**config.mk**
```make
export PLATFORM = sky130hd
export DESIGN_NAME = bba_ctrl
export DESIGN_NICKNAME = d
export VERILOG_FILES = /design/src/design/bba_pkg.sv /design/src/design/bba_ctrl.sv
export SDC_FILE = /design/constraint.sdc
export NUM_CORES = 1
export LEC_CHECK = 0
export BUFFER_PORTS_ARGS = -buffer_cell sky130_fd_sc_hd__buf_2
export CORE_UTILIZATION = 25
export DETAILED_ROUTE_END_ITERATION = 16
export PLACE_DENSITY = 0.47
export SLEW_MARGIN = 25
export SYNTH_ARGS = -nofsm -noshare
export SYNTH_HDL_FRONTEND = slang
export SYNTH_SLANG_ARGS = --single-unit
```
**constraint.sdc**
```tcl
create_clock -name clk -period 2.3 [get_ports clk]
set_input_delay 0.575 -clock clk [delete_from_list [all_inputs] [get_ports clk]]
set_output_delay 0.575 -clock clk [all_outputs]
set_load 0.01 [all_outputs]
```
**src/design/bba_pkg.sv**
```systemverilog
package bba_pkg;

  // defaults for the top level parameters
  localparam int DEF_BITS_PER_MAP_BLOCK = 4096;
  localparam int DEF_MAX_MAP_BLOCKS     = 4;

  // map storage word
  localparam int WORD_BITS = 64;
  localparam int WORD_LSB  = 6;

  // field and register widths
  localparam int BLK_W    = 16;
  localparam int STAT_W   = 2;
  localparam int INODE_W  = 10;
  localparam int MAPB_W   = 3;
  localparam int USABLE_W = 15;
  localparam int CFG_IDX_W = 2;
  localparam int CFG_DAT_W = 15;
  localparam int BASE_W   = 11;

  // register indexes
  localparam logic [CFG_IDX_W-1:0] REG_INODE_BLOCKS = 2'd0;
  localparam logic [CFG_IDX_W-1:0] REG_MAP_BLOCKS   = 2'd1;
  localparam logic [CFG_IDX_W-1:0] REG_USABLE_COUNT = 2'd2;

  // reset values of the registers
  localparam logic [INODE_W-1:0]  RST_INODE_BLOCKS = 10'd1;
  localparam logic [MAPB_W-1:0]   RST_MAP_BLOCKS   = 3'd1;
  localparam logic [USABLE_W-1:0] RST_USABLE_COUNT = 15'd4096;

  // commands
  localparam logic CMD_ALLOC = 1'b0;
  localparam logic CMD_FREE  = 1'b1;

  // result status codes
  localparam logic [STAT_W-1:0] ST_OK     = 2'd0;
  localparam logic [STAT_W-1:0] ST_FULL   = 2'd1;
  localparam logic [STAT_W-1:0] ST_BELOW  = 2'd2;
  localparam logic [STAT_W-1:0] ST_BEYOND = 2'd3;

  // controller to datapath
  typedef struct packed {
    logic clr_en;
    logic start;
    logic scan_en;
    logic free_chk;
    logic free_rd;
    logic free_wr;
    logic load_out;
  } bba_cmd_t;

  // datapath to controller
  typedef struct packed {
    logic clr_last;
    logic scan_done;
    logic free_err;
  } bba_sts_t;

endpackage

```
**src/design/bba_ctrl.sv**
```systemverilog
module bba_ctrl import bba_pkg::*; (
  input  logic     clk,
  input  logic     rst_n,
  input  logic     in_valid,
  input  logic     in_command,
  output logic     in_ready,
  input  logic     out_ready,
  output logic     out_valid,
  input  bba_sts_t sts,
  output bba_cmd_t cmd
);

  localparam logic [2:0] S_CLEAR = 3'd0;
  localparam logic [2:0] S_IDLE  = 3'd1;
  localparam logic [2:0] S_SCAN  = 3'd2;
  localparam logic [2:0] S_FCHK  = 3'd3;
  localparam logic [2:0] S_FRD   = 3'd4;
  localparam logic [2:0] S_FWR   = 3'd5;
  localparam logic [2:0] S_DONE  = 3'd6;

  logic [2:0] state_r, state_nxt;
  logic       out_valid_r, out_valid_nxt;
  logic       accept;
  logic       can_load;

  assign in_ready  = (state_r == S_IDLE);
  assign accept    = in_valid && in_ready;
  assign can_load  = !out_valid_r || out_ready;
  assign out_valid = out_valid_r;

  always_comb begin
    cmd          = '0;
    cmd.clr_en   = (state_r == S_CLEAR);
    cmd.start    = accept;
    cmd.scan_en  = (state_r == S_SCAN);
    cmd.free_chk = (state_r == S_FCHK);
    cmd.free_rd  = (state_r == S_FRD);
    cmd.free_wr  = (state_r == S_FWR);
    cmd.load_out = (state_r == S_DONE) && can_load;
  end

  always_comb begin
    state_nxt = state_r;
    case (state_r)
      S_CLEAR: begin
        if (sts.clr_last) state_nxt = S_IDLE;
      end
      S_IDLE: begin
        if (accept) state_nxt = (in_command == CMD_FREE) ? S_FCHK : S_SCAN;
      end
      S_SCAN: begin
        if (sts.scan_done) state_nxt = S_DONE;
      end
      S_FCHK: begin
        state_nxt = sts.free_err ? S_DONE : S_FRD;
      end
      S_FRD:  state_nxt = S_FWR;
      S_FWR:  state_nxt = S_DONE;
      S_DONE: begin
        if (can_load) state_nxt = S_IDLE;
      end
      default: state_nxt = S_IDLE;
    endcase
  end

  always_comb begin
    out_valid_nxt = out_valid_r;
    if (cmd.load_out) out_valid_nxt = 1'b1;
    else if (out_ready) out_valid_nxt = 1'b0;
  end

  always_ff @(posedge clk) begin
    if (!rst_n) begin
      state_r     <= S_CLEAR;
      out_valid_r <= 1'b0;
    end else begin
      state_r     <= state_nxt;
      out_valid_r <= out_valid_nxt;
    end
  end

endmodule

```
Word level (Yosys, flattened, before mapping)
Index checks and enable logic that the tools add are counted.
Word-level totals
  register bits after elaboration: 4
  input port bits: 8
  output and inout bits: 9
  logic and storage cells: 28
Operators by class
  equality and inequality tests: 10
  multiplexer cells: 9
  reduce and logical (&&, ||, !) cells: 7
Operators by type and width (count)
  3-bit case mux with 7 select lines: 1
  3-bit 2-to-1 mux: 4
  3-bit == test, second input constant: 3
  3-bit by 2-bit == test with 1-bit output, second input constant: 2
  2-bit inequality test, second input constant: 3
  4-bit AND reduction: 1
  3-bit by 1-bit == test with 1-bit output, second input constant: 1
  3-bit logical NOT: 1
  1-bit 2-to-1 mux: 3
  1-bit logical AND: 2
  2-bit 2-to-1 mux: 1
  2-bit by 1-bit inequality test with 1-bit output, second input constant: 1
  2-bit nonzero test: 1
  1-bit logical NOT: 1
  1-bit logical OR: 1

Depth between registers and ports, before layout
Gate-level depths: netlist (run 1).
  word-level depth: 4
  depth in mapped cells: 5
  depth with buffers taken out: 4

Worst setup path after synthesis (run 1)
Ideal clock, no wire load.
  path type: reg2out
  start point: reg state_r[0]
  end point: out cmd[5] in the netlist's numbering
  arrival time: 1.089 ns
  required time: 1.725 ns
  path slack: 0.636 ns
  cell stages (with the launch flop): 5
  path buffers: 1
  path through: dfxtp_1 > or2b_2 > nor2_1 > and2_1 > buf_4
On the way
  cells in the longest elaborated chain, start to end: 2
RTL lines
  from (decl): line bba_ctrl.sv:21  | logic [2:0] state_r, state_nxt;
  from (signal assigned): line bba_ctrl.sv:77  | state_r <= state_nxt;
  3-bit by 1-bit == test with 1-bit output: line bba_ctrl.sv:26  | assign in_ready = (state_r == S_IDLE);
  net in_ready: line bba_ctrl.sv:6  | output logic in_ready,
  1-bit logical AND: line bba_ctrl.sv:27  | assign accept = in_valid && in_ready;
  to (decl): line bba_ctrl.sv:10  | output bba_cmd_t cmd
The timed path passes the listed nets, and every way through them passes these cells.

==> results of run 1 <==
worst max-delay path, delay by kind of cell (launching register included):
kind	cells	cell delay, ps
simple gates	3	570
buf+inv	1	120
flops	1	530
final timing paths:
check        slack (ps)                 endpoint  cells past startpoint
max                 260                   cmd[5]                      4
min                 550   out_valid$_SDFFE_PN0P_                      2
max reg2reg         800  state_r[1]$_SDFFE_PN0P_                      4
min reg2reg         550   out_valid$_SDFFE_PN0P_                      2
power breakdown:
part	total, mW	switching [mW]	internal, mW
Clock	0.0851	0.0269	0.0582
Sequential	0.139	0.0495	0.0890
Combinational	0.202	0.0990	0.103
Total	0.425	0.175	0.250
cells in the final DEF, fill, tap and decap left out, types with 2 or more instances in the layout:
| cell type | instances |
|---|---|
| buf_2 | 16 |
| clkbuf_4 | 3 |
| or3b_1 | 2 |
| dfxtp_1 | 4 |
| o21ai_0 | 4 |
| inv_1 | 2 |
| nor2b_1 | 3 |
| nor2_1 | 3 |
| nor3_1 | 2 |
| a21oi_2 | 2 |
state kept, by name, indices dropped and copies added, names as in the netlist:
register	cells
out_valid	1
state_r	3
metal layers:
metal / wire length (um) / part of all wire (%) / GRT usage [%]
met4: 0 / 0 / 5.172
met5: 0 / 0 / 0
met3: 54 / 7.7 / 5.233
met2: 296 / 42 / 13.98
met1: 349 / 50 / 15.28
stage by stage:
stage               utilization (%)  std cells
floorplan                         -         43
global placement              34.08         69
detailed placement            34.08         69
CTS                           36.00         72
global route                  36.00         72
finish                        36.00         72
area by class of cell:
cell class	count	area, um^2
Clock buffer	3	22.52
Fill cell	128	749.5
Inverter	2	7.507
Multi-Input combinational cell	32	206.4
Sequential cell	4	80.08
Tap cell	14	17.52
Timing Repair Buffer	17	87.58
cell families (layout without fill, tap and decap cells):
logic type,count (synthesis),in the layout
simple gates,20,20
compound gates,12,12
buf+inv,7,22
flops,4,4
==> impl_results.md, run 1 <==
- Yosys top cell area share: 24.15%
- Startpoint of the worst setup timing path: state_r[0]$_SDFFE_PN0P_
- Clock insertion delay at the later pin of the skew report: 230 ps
- CTS tree: done
- Total negative slack for setup checks: 0 ps
- Post-synthesis instance total: 43
- Total global routing track utilization: 11.06%
- Global-route wire length before repair: 1.104 mm
- Area share of xor/xnor cells in the synthesized design: 0%
- TritonCTS Buffers: 3
- Clock Path Buffers: 2
- Vias in the first global route: 267
- Number of synthesized register bits: 4
- Overall die area: 1476 um^2
- Max Transition Viols Final: 0
- Post-DP Area: 399.1 um^2
- Leading area contributor after synthesis: dfxtp_1
- Timing-limited maximum frequency: 0.4905 GHz
- Chip width: 38.42 um
- Netlist area before placement: 331.6 um^2
- Clock sink total: 4
- Number of design-rule violations left by the first detailed-router iteration: 5
- Top-Level Pins: 17
- Sequential fraction of the synthesis area: 24.15%
- Post-layout net count: 68
- Number of levels in the clock H-tree: 1
- CP max FO: 14
- Pwr Total: 0.4253 mW
- Post-CTS sizing: 0
- Post-route DRC: 0
- Antenna Violating Nets Remaining: 0
- Combinational family with the most area after synthesis: simple AND/OR/NAND/NOR gates
- Via density per instance: 4.736
- Crit start category: flop
- Worst Hold Margin: 552.4 ps
- Final clock period utilization by the worst path: 88.65%
- Top cells by area, synth: dfxtp_1, o21ai_0, nor2b_1, a21oi_2, or3b_1
- Buffer cell driving the clock tree root: clkbuf_4
- Crit path arrival time: 1460 ps
- Crit path largest cell delay: 530 ps
- Largest net degree at the start of global routing: 15
- Clock skew: 5.284 ps
- Number of distinct library cell variants in the gate-level netlist after synthesis: 27
- Remaining Overflow, GRT: 0
- Pre-CTS setup slack: 510.7 ps
- Routed wire length: 700 um
- Diode insertion count for antenna repair: 0
- CP endpoint kind: output pin
- Leak: 0.1969 nW
- List of cells traversed by the critical path: or2b_2, nor2_1, and2_1, buf_2
- CTS hold repair buffers: 0
- Beginning of the worst register-to-register path: state_r[0]$_SDFFE_PN0P_
- Via Count: 341
- Result of the run: finished, final reports clean
- RSZ-0062 raised after global routing: false
- Iteration count of the initial detailed-routing pass: 4
- Standard cell with the maximum stage delay on the critical path: dfxtp_1
- Effective utilization at floorplan: 28.31%
- Peak VDD IR: 409.1 uV
- Worst setup margin: 261.1 ps
- Power Density: 1009 nW/um^2
- HPWL reported at the end of detailed placement: 530.6 um
- Max_cap viols: 0
- WS Path Type: reg -> out
- Worst endpoint required time: 1730 ps
- Post-DR wirelength/cell: 9.722 um
- Hold violation count in the final report: 0
- Number of enable-type register cells in the synthesized netlist: 0
- Remaining max-slew budget at the tightest pin: 74.66%
- Post-Synth Simple-Gate Area: 37.36%
- Synthesis Warnings: 0
- Time the final worst path needs with I/O delays and setup: 2039 ps
- Count of port buffers added during placement: 16
- Mux share of post-synthesis cell area: 0%
- Share of the synthesized area in compound gates (AO/OA/AOI/OAI): 24.91%
- Number of placement rows: 12
- Top FF cell, synth: dfxtp_1
- Min-delay src: out_valid$_SDFFE_PN0P_
- Placeable core area: 1171 um^2
- Actual transition at the worst max-transition pin: 379.6 ps
- Setup bufs post-CTS: 0
- CTS clk-pin slew, worst paths: 40 ps
- Finish-stage setup viols: 0
- Number of antenna violations at the first check in global routing: 0
- Total nets after synthesis: 51
- Design area: 421.7 um^2
- Syn-to-layout area delta: 27.17%
- Fraction of registers with async set/reset: 0%
- Average cell area after synthesis: 7.711 um^2
- Class of the tightest hold or removal check: reg -> reg
- Commonest cells in the netlist: dfxtp_1, o21ai_0, nor2_1, nor2b_1
- Synthesized-area fraction occupied by adder cells: 0%
- GP Congestion: 0.6979
- Fraction of final layout cells sized beyond drive strength 1: 39.66%
- Die height: 38.42 um
(Power assumes the default switching activity.)
==> run 2, diff against run 1 <==
- PLACE_DENSITY: 0.47 -> 0.52
==> run 2 against run 1 <==
Against the previous run: final area is 1.8% lower; utilization decreased by 0.64 points; non-clock buffer count down 1; critical endpoint unchanged; largest cell class unchanged; largest power group unchanged.
==> impl_results.md, run 2 (synthesized netlist as in run 1, its figures left out) <==
- Pwr Total: 0.4138 mW
- CP endpoint kind: output pin
- Met1 layer wirelength in the final routing: 370 um
- CTS tree: done
- Crit path arrival time: 1470 ps
- Vias in the first global route: 237
- Finish-stage setup viols: 0
- Core occupancy in the finished layout: 35.36%
- Max reg flops: 3
- CTS clk-pin slew, worst paths: 40 ps
- Power Density: 999.3 nW/um^2
- Top library cells by usage in the layout, fill and taps aside: buf_2, o21ai_0, dfxtp_1
- DR top layer: met3
- Count of placed standard cells in the final layout, fillers left out: 71
- Logic pwr share: 45.1%
- Number of antenna violations at the first check in global routing: 0
- Routed wire length: 663 um
- Leak: 0.1917 nW
- Post-DR wirelength/cell: 9.338 um
- Via density per instance: 4.549
- Remaining Overflow, GRT: 0
- Clock Path Buffers: 2
- Post-CTS sizing: 0
- Cell count after placement: 68
- Most flop-heavy register: state_r
- Total negative slack for setup checks: 0 ps
- Fraction of final layout cells sized beyond drive strength 1: 38.60%
- Number of placement rows: 12
- Top-Level Pins: 17
- Fill cell instance count of the final layout: 141
- Most common cell after layout, fill and taps aside: buf_2
- Design internal power: 0.2429 mW
- GP Congestion: 0.7054
- Clock insertion delay at the later pin of the skew report: 230 ps
- Number of design-rule violations left by the first detailed-router iteration: 7
- Time the final worst path needs with I/O delays and setup: 2041 ps
- Crit start category: flop
- CP max FO: 14
- Max Transition Viols Final: 0
- Clock group share of total power: 20.1%
- Effective utilization at floorplan: 28.31%
- CTS hold repair buffers: 0
- Met2 routed WL: 246 um
- Switching part of the total: 41.31%
- Max_cap viols: 0
- Final clock period utilization by the worst path: 88.73%
- Post-route DRC: 0
- Syn-to-layout area delta: 24.91%
- TritonCTS Buffers: 3
- Chip width: 38.42 um
- Class of the tightest hold or removal check: reg -> reg
- WS Path Type: reg -> out
- Clock sink total: 4
- Hold violation count in the final report: 0
- Clock skew: 1.020 ps
- Fraction of power consumed by sequential logic: 34.8%
- Setup bufs post-CTS: 0
- Total global routing track utilization: 9.747%
- Post-layout net count: 67
- Result of the run: finished, final reports clean
- Actual transition at the worst max-transition pin: 396.9 ps
- Die height: 38.42 um
- Placeable core area: 1171 um^2
- Worst endpoint required time: 1730 ps
- RSZ-0062 raised after global routing: false
- Met3 wire length: 46 um
- Count of port buffers added during placement: 16
- Number of levels in the clock H-tree: 1
- Remaining max-slew budget at the tightest pin: 73.50%
- Iteration count of the initial detailed-routing pass: 3
- Post-DP Area: 391.6 um^2
- Via Count: 323
- Timing-limited maximum frequency: 0.4900 GHz
- Peak VDD IR: 503.8 uV
- Design area: 414.1 um^2
- Global-route wire length before repair: 1.000 mm
- Buffer cell driving the clock tree root: clkbuf_4
- HPWL reported at the end of detailed placement: 487.4 um
- Switching power: 0.1710 mW
- Overall die area: 1476 um^2
- Antenna Violating Nets Remaining: 0
- Largest net degree at the start of global routing: 16
- Diode insertion count for antenna repair: 0
-- run 2: cell count changes in the layout (fill, tap and decap cells not counted) --
cell,change
buf_4,-1
-- run 2: power by group through the flow --
| stage | logic (mW) | clock network (mW) | registers (mW) |
|---|---|---|---|
| finish | 0.187 | 0.0832 | 0.144 |
| global route | 0.213 | 0.0905 | 0.152 |
| CTS | 0.188 | 0.0889 | 0.144 |
| detailed placement | 0.187 | 0 | 0.146 |
| global placement | 0.188 | 0 | 0.143 |
| floorplan | 0.186 | 0 | 0.101 |
-- run 2: critical path, cell delays in order (launching register included) --
cell and delay (ps):
dfxtp_1 540, or2b_2 350, nor2_1 110, and2_1 130
buf_2 120
-- run 2: final timing paths --
check | end | cells after the start | slack (ps) | start
worst max-delay path | cmd[5] | 4 | 260 | state_r[0]$_SDFFE_PN0P_
worst min register to register | out_valid$_SDFFE_PN0P_ | 2 | 550 | out_valid$_SDFFE_PN0P_
worst max register to register | state_r[1]$_SDFFE_PN0P_ | 4 | 820 | state_r[0]$_SDFFE_PN0P_
worst min-delay path | out_valid$_SDFFE_PN0P_ | 2 | 550 | out_valid$_SDFFE_PN0P_
-- run 2: layer usage --
layer	vias to the layer above	global-route usage [%]
met5	-	0
met4	0	7.759
met3	0	0
met2	10	12.29
met1	134	14.98
li1	179	-
-- run 2: area by class of cell --
cell class                 instances  area [um^2]  area share [%]
clock buffer                       3        22.52           5.438
inverter                           2        7.507           1.813
multi-input combinational         32        206.4           49.85
sequential                         4        80.08           19.34
tap                               14        17.52           4.230
timing repair buffer              16        80.08           19.34
-- run 2: through the flow --
stage | setup WS [ps] | hold WS (ps)
floorplan | 636.5 | 543.6
finish | 259.3 | 553.8
global placement | 523.8 | 550.8
detailed placement | 478.9 | 552.1
CTS | 232.9 | 557.6
global route | 122.2 | 623.0
==> run 3, diff against run 2 <==
- RECOVER_POWER: default -> 50
==> run 3 against run 2 <==
Against the previous run: sequential share of layout area is 0.30 points higher; power is 1.6% lower; final area is 1.5% lower; critical path depth stayed put; non-clock buffer count stayed put; critical path type unchanged; combinational power is 3% lower; critical endpoint unchanged.
==> impl_results.md, run 3 (synthesized netlist as in run 1, its figures left out) <==
- Result of the run: finished, final reports clean
- Class of the tightest hold or removal check: reg -> reg
- Design internal power: 0.2378 mW
- Switching part of the total: 41.58%
- Max Transition Viols Final: 0
- Most flop-heavy register: state_r
- Time the final worst path needs with I/O delays and setup: 2047 ps
- Diode insertion count for antenna repair: 0
- Remaining max-slew budget at the tightest pin: 73.62%
- Syn-to-layout area delta: 23.02%
- Setup bufs post-CTS: 0
- Post-DR wirelength/cell: 9.451 um
- Pre-CTS setup slack: 478.9 ps
- Via density per instance: 4.479
- Clock sink total: 4
- Clock Path Buffers: 2
- Switching power: 0.1693 mW
- CTS clk-pin slew, worst paths: 40 ps
- Logic pwr share: 44.4%
- Routed wire length: 671 um
- Buffer cell driving the clock tree root: clkbuf_4
- Standard cell with the maximum stage delay on the critical path: dfxtp_1
- CTS tree: done
- Fraction of final layout cells sized beyond drive strength 1: 33.33%
- Iteration count of the initial detailed-routing pass: 2
- Total global routing track utilization: 9.747%
- Hold violation count in the final report: 0
- Via Count: 318
- CP endpoint kind: output pin
- Leak: 0.1847 nW
- Design area: 407.9 um^2
- Cell family with most CP delay: simple AND/OR/NAND/NOR gates
- Count of buffer and inverter cells on the critical path: 1
- Power Density: 997.9 nW/um^2
- Vias in the first global route: 237
- Number of design-rule violations left by the first detailed-router iteration: 4
- Max reg flops: 3
- Post-DP Area: 391.6 um^2
- Post-CTS sizing: 0
- Fill cell instance count of the final layout: 144
- Number of antenna violations at the first check in global routing: 0
- RSZ-0062 raised after global routing: false
- Overall die area: 1476 um^2
- Count of port buffers added during placement: 16
- Crit path largest cell delay: 530 ps
- Finish-stage setup viols: 0
- WS Path Type: reg -> out
- Clock skew: 1.057 ps
- Total negative slack for setup checks: 0 ps
- Timing-limited maximum frequency: 0.4884 GHz
- Clock group share of total power: 20.5%
- Top-Level Pins: 17
- Placeable core area: 1171 um^2
- TritonCTS Buffers: 3
- Die height: 38.42 um
- Sequential cell area: 80.08 um^2
- Max_cap viols: 0
- Most common cell after layout, fill and taps aside: buf_2
- HPWL reported at the end of detailed placement: 487.4 um
- Post-layout net count: 67
- Worst endpoint required time: 1730 ps
- List of cells traversed by the critical path: or2b_2, nor2_1, and2_1, buf_2
- Setup slack of the worst register-to-register path: 760 ps
- Number of levels in the clock H-tree: 1
- Global-route wire length before repair: 1.000 mm
- Post-route DRC: 0
- Worst Hold Margin: 553.6 ps
- Min-delay src: out_valid$_SDFFE_PN0P_
- Multi-input gate area: 202.7 um^2
- Top library cells by usage in the layout, fill and taps aside: buf_2, o21ai_0, dfxtp_1
- Pwr Total: 0.4070 mW
- Fraction of power consumed by sequential logic: 35.1%
- Remaining Overflow, GRT: 0
- Crit start category: flop
- GP Congestion: 0.7054
- CTS hold repair buffers: 0
- Effective utilization at floorplan: 28.31%
- Peak VDD IR: 498.5 uV
- Startpoint of the worst setup timing path: state_r[0]$_SDFFE_PN0P_
- Beginning of the worst register-to-register path: state_r[0]$_SDFFE_PN0P_
- Antenna Violating Nets Remaining: 0
- Worst setup margin: 252.6 ps
- CP max FO: 14
- Final clock period utilization by the worst path: 89.02%
- Largest net degree at the start of global routing: 16
- Actual transition at the worst max-transition pin: 395.2 ps
- Crit path arrival time: 1470 ps
- Clock insertion delay at the later pin of the skew report: 230 ps
- Chip width: 38.42 um
- Number of placement rows: 12
==> run 3: final timing paths <==
kind / depth (start not counted) / to
worst max register to register: 4 / state_r[1]$_SDFFE_PN0P_
worst min-delay path: 2 / out_valid$_SDFFE_PN0P_
worst min register to register: 2 / out_valid$_SDFFE_PN0P_
worst max-delay path: 4 / cmd[5]
==> run 3: through the flow <==
| stage | instances | util (%) |
|---|---|---|
| 3_3_place_gp | 68 | 33.44 |
| 6_report | 71 | 34.83 |
| 2_1_floorplan | 43 | - |
| 5_1_grt | 71 | 34.83 |
| 4_1_cts | 71 | 35.36 |
| 3_5_place_dp | 68 | 33.44 |
==> run 3: cell type report <==
type,instances,share of cell area (%)
timing repair buffer,16,19.02
tap,14,4.294
inverter,2,1.840
multi-input combinational,32,49.69
clock buffer,3,5.521
sequential,4,19.63
==> run 3: tightest hold or removal path, stage by stage (launching register included) <==
cell	delay [ps]
dfxtp_1	310
nand2b_1	90
a21boi_0	90
==> run 3: per-layer routing <==
| metal | vias to the layer above | GRT usage (%) | share of wire (%) |
|---|---|---|---|
| met1 | 131 | 14.98 | 55 |
| li1 | 177 | - | - |
| met5 | - | 0 | 0 |
| met2 | 10 | 12.29 | 39 |
| met4 | 0 | 7.759 | 0 |
| met3 | 0 | 0 | 6.9 |
==> run 3: power by group through the flow <==
stage	sequential, mW	combinational, mW	clock [mW]
floorplan	0.101	0.186	0
global placement	0.143	0.188	0
detailed placement	0.146	0.187	0
CTS	0.144	0.188	0.0889
global route	0.152	0.207	0.0905
finish	0.143	0.181	0.0836
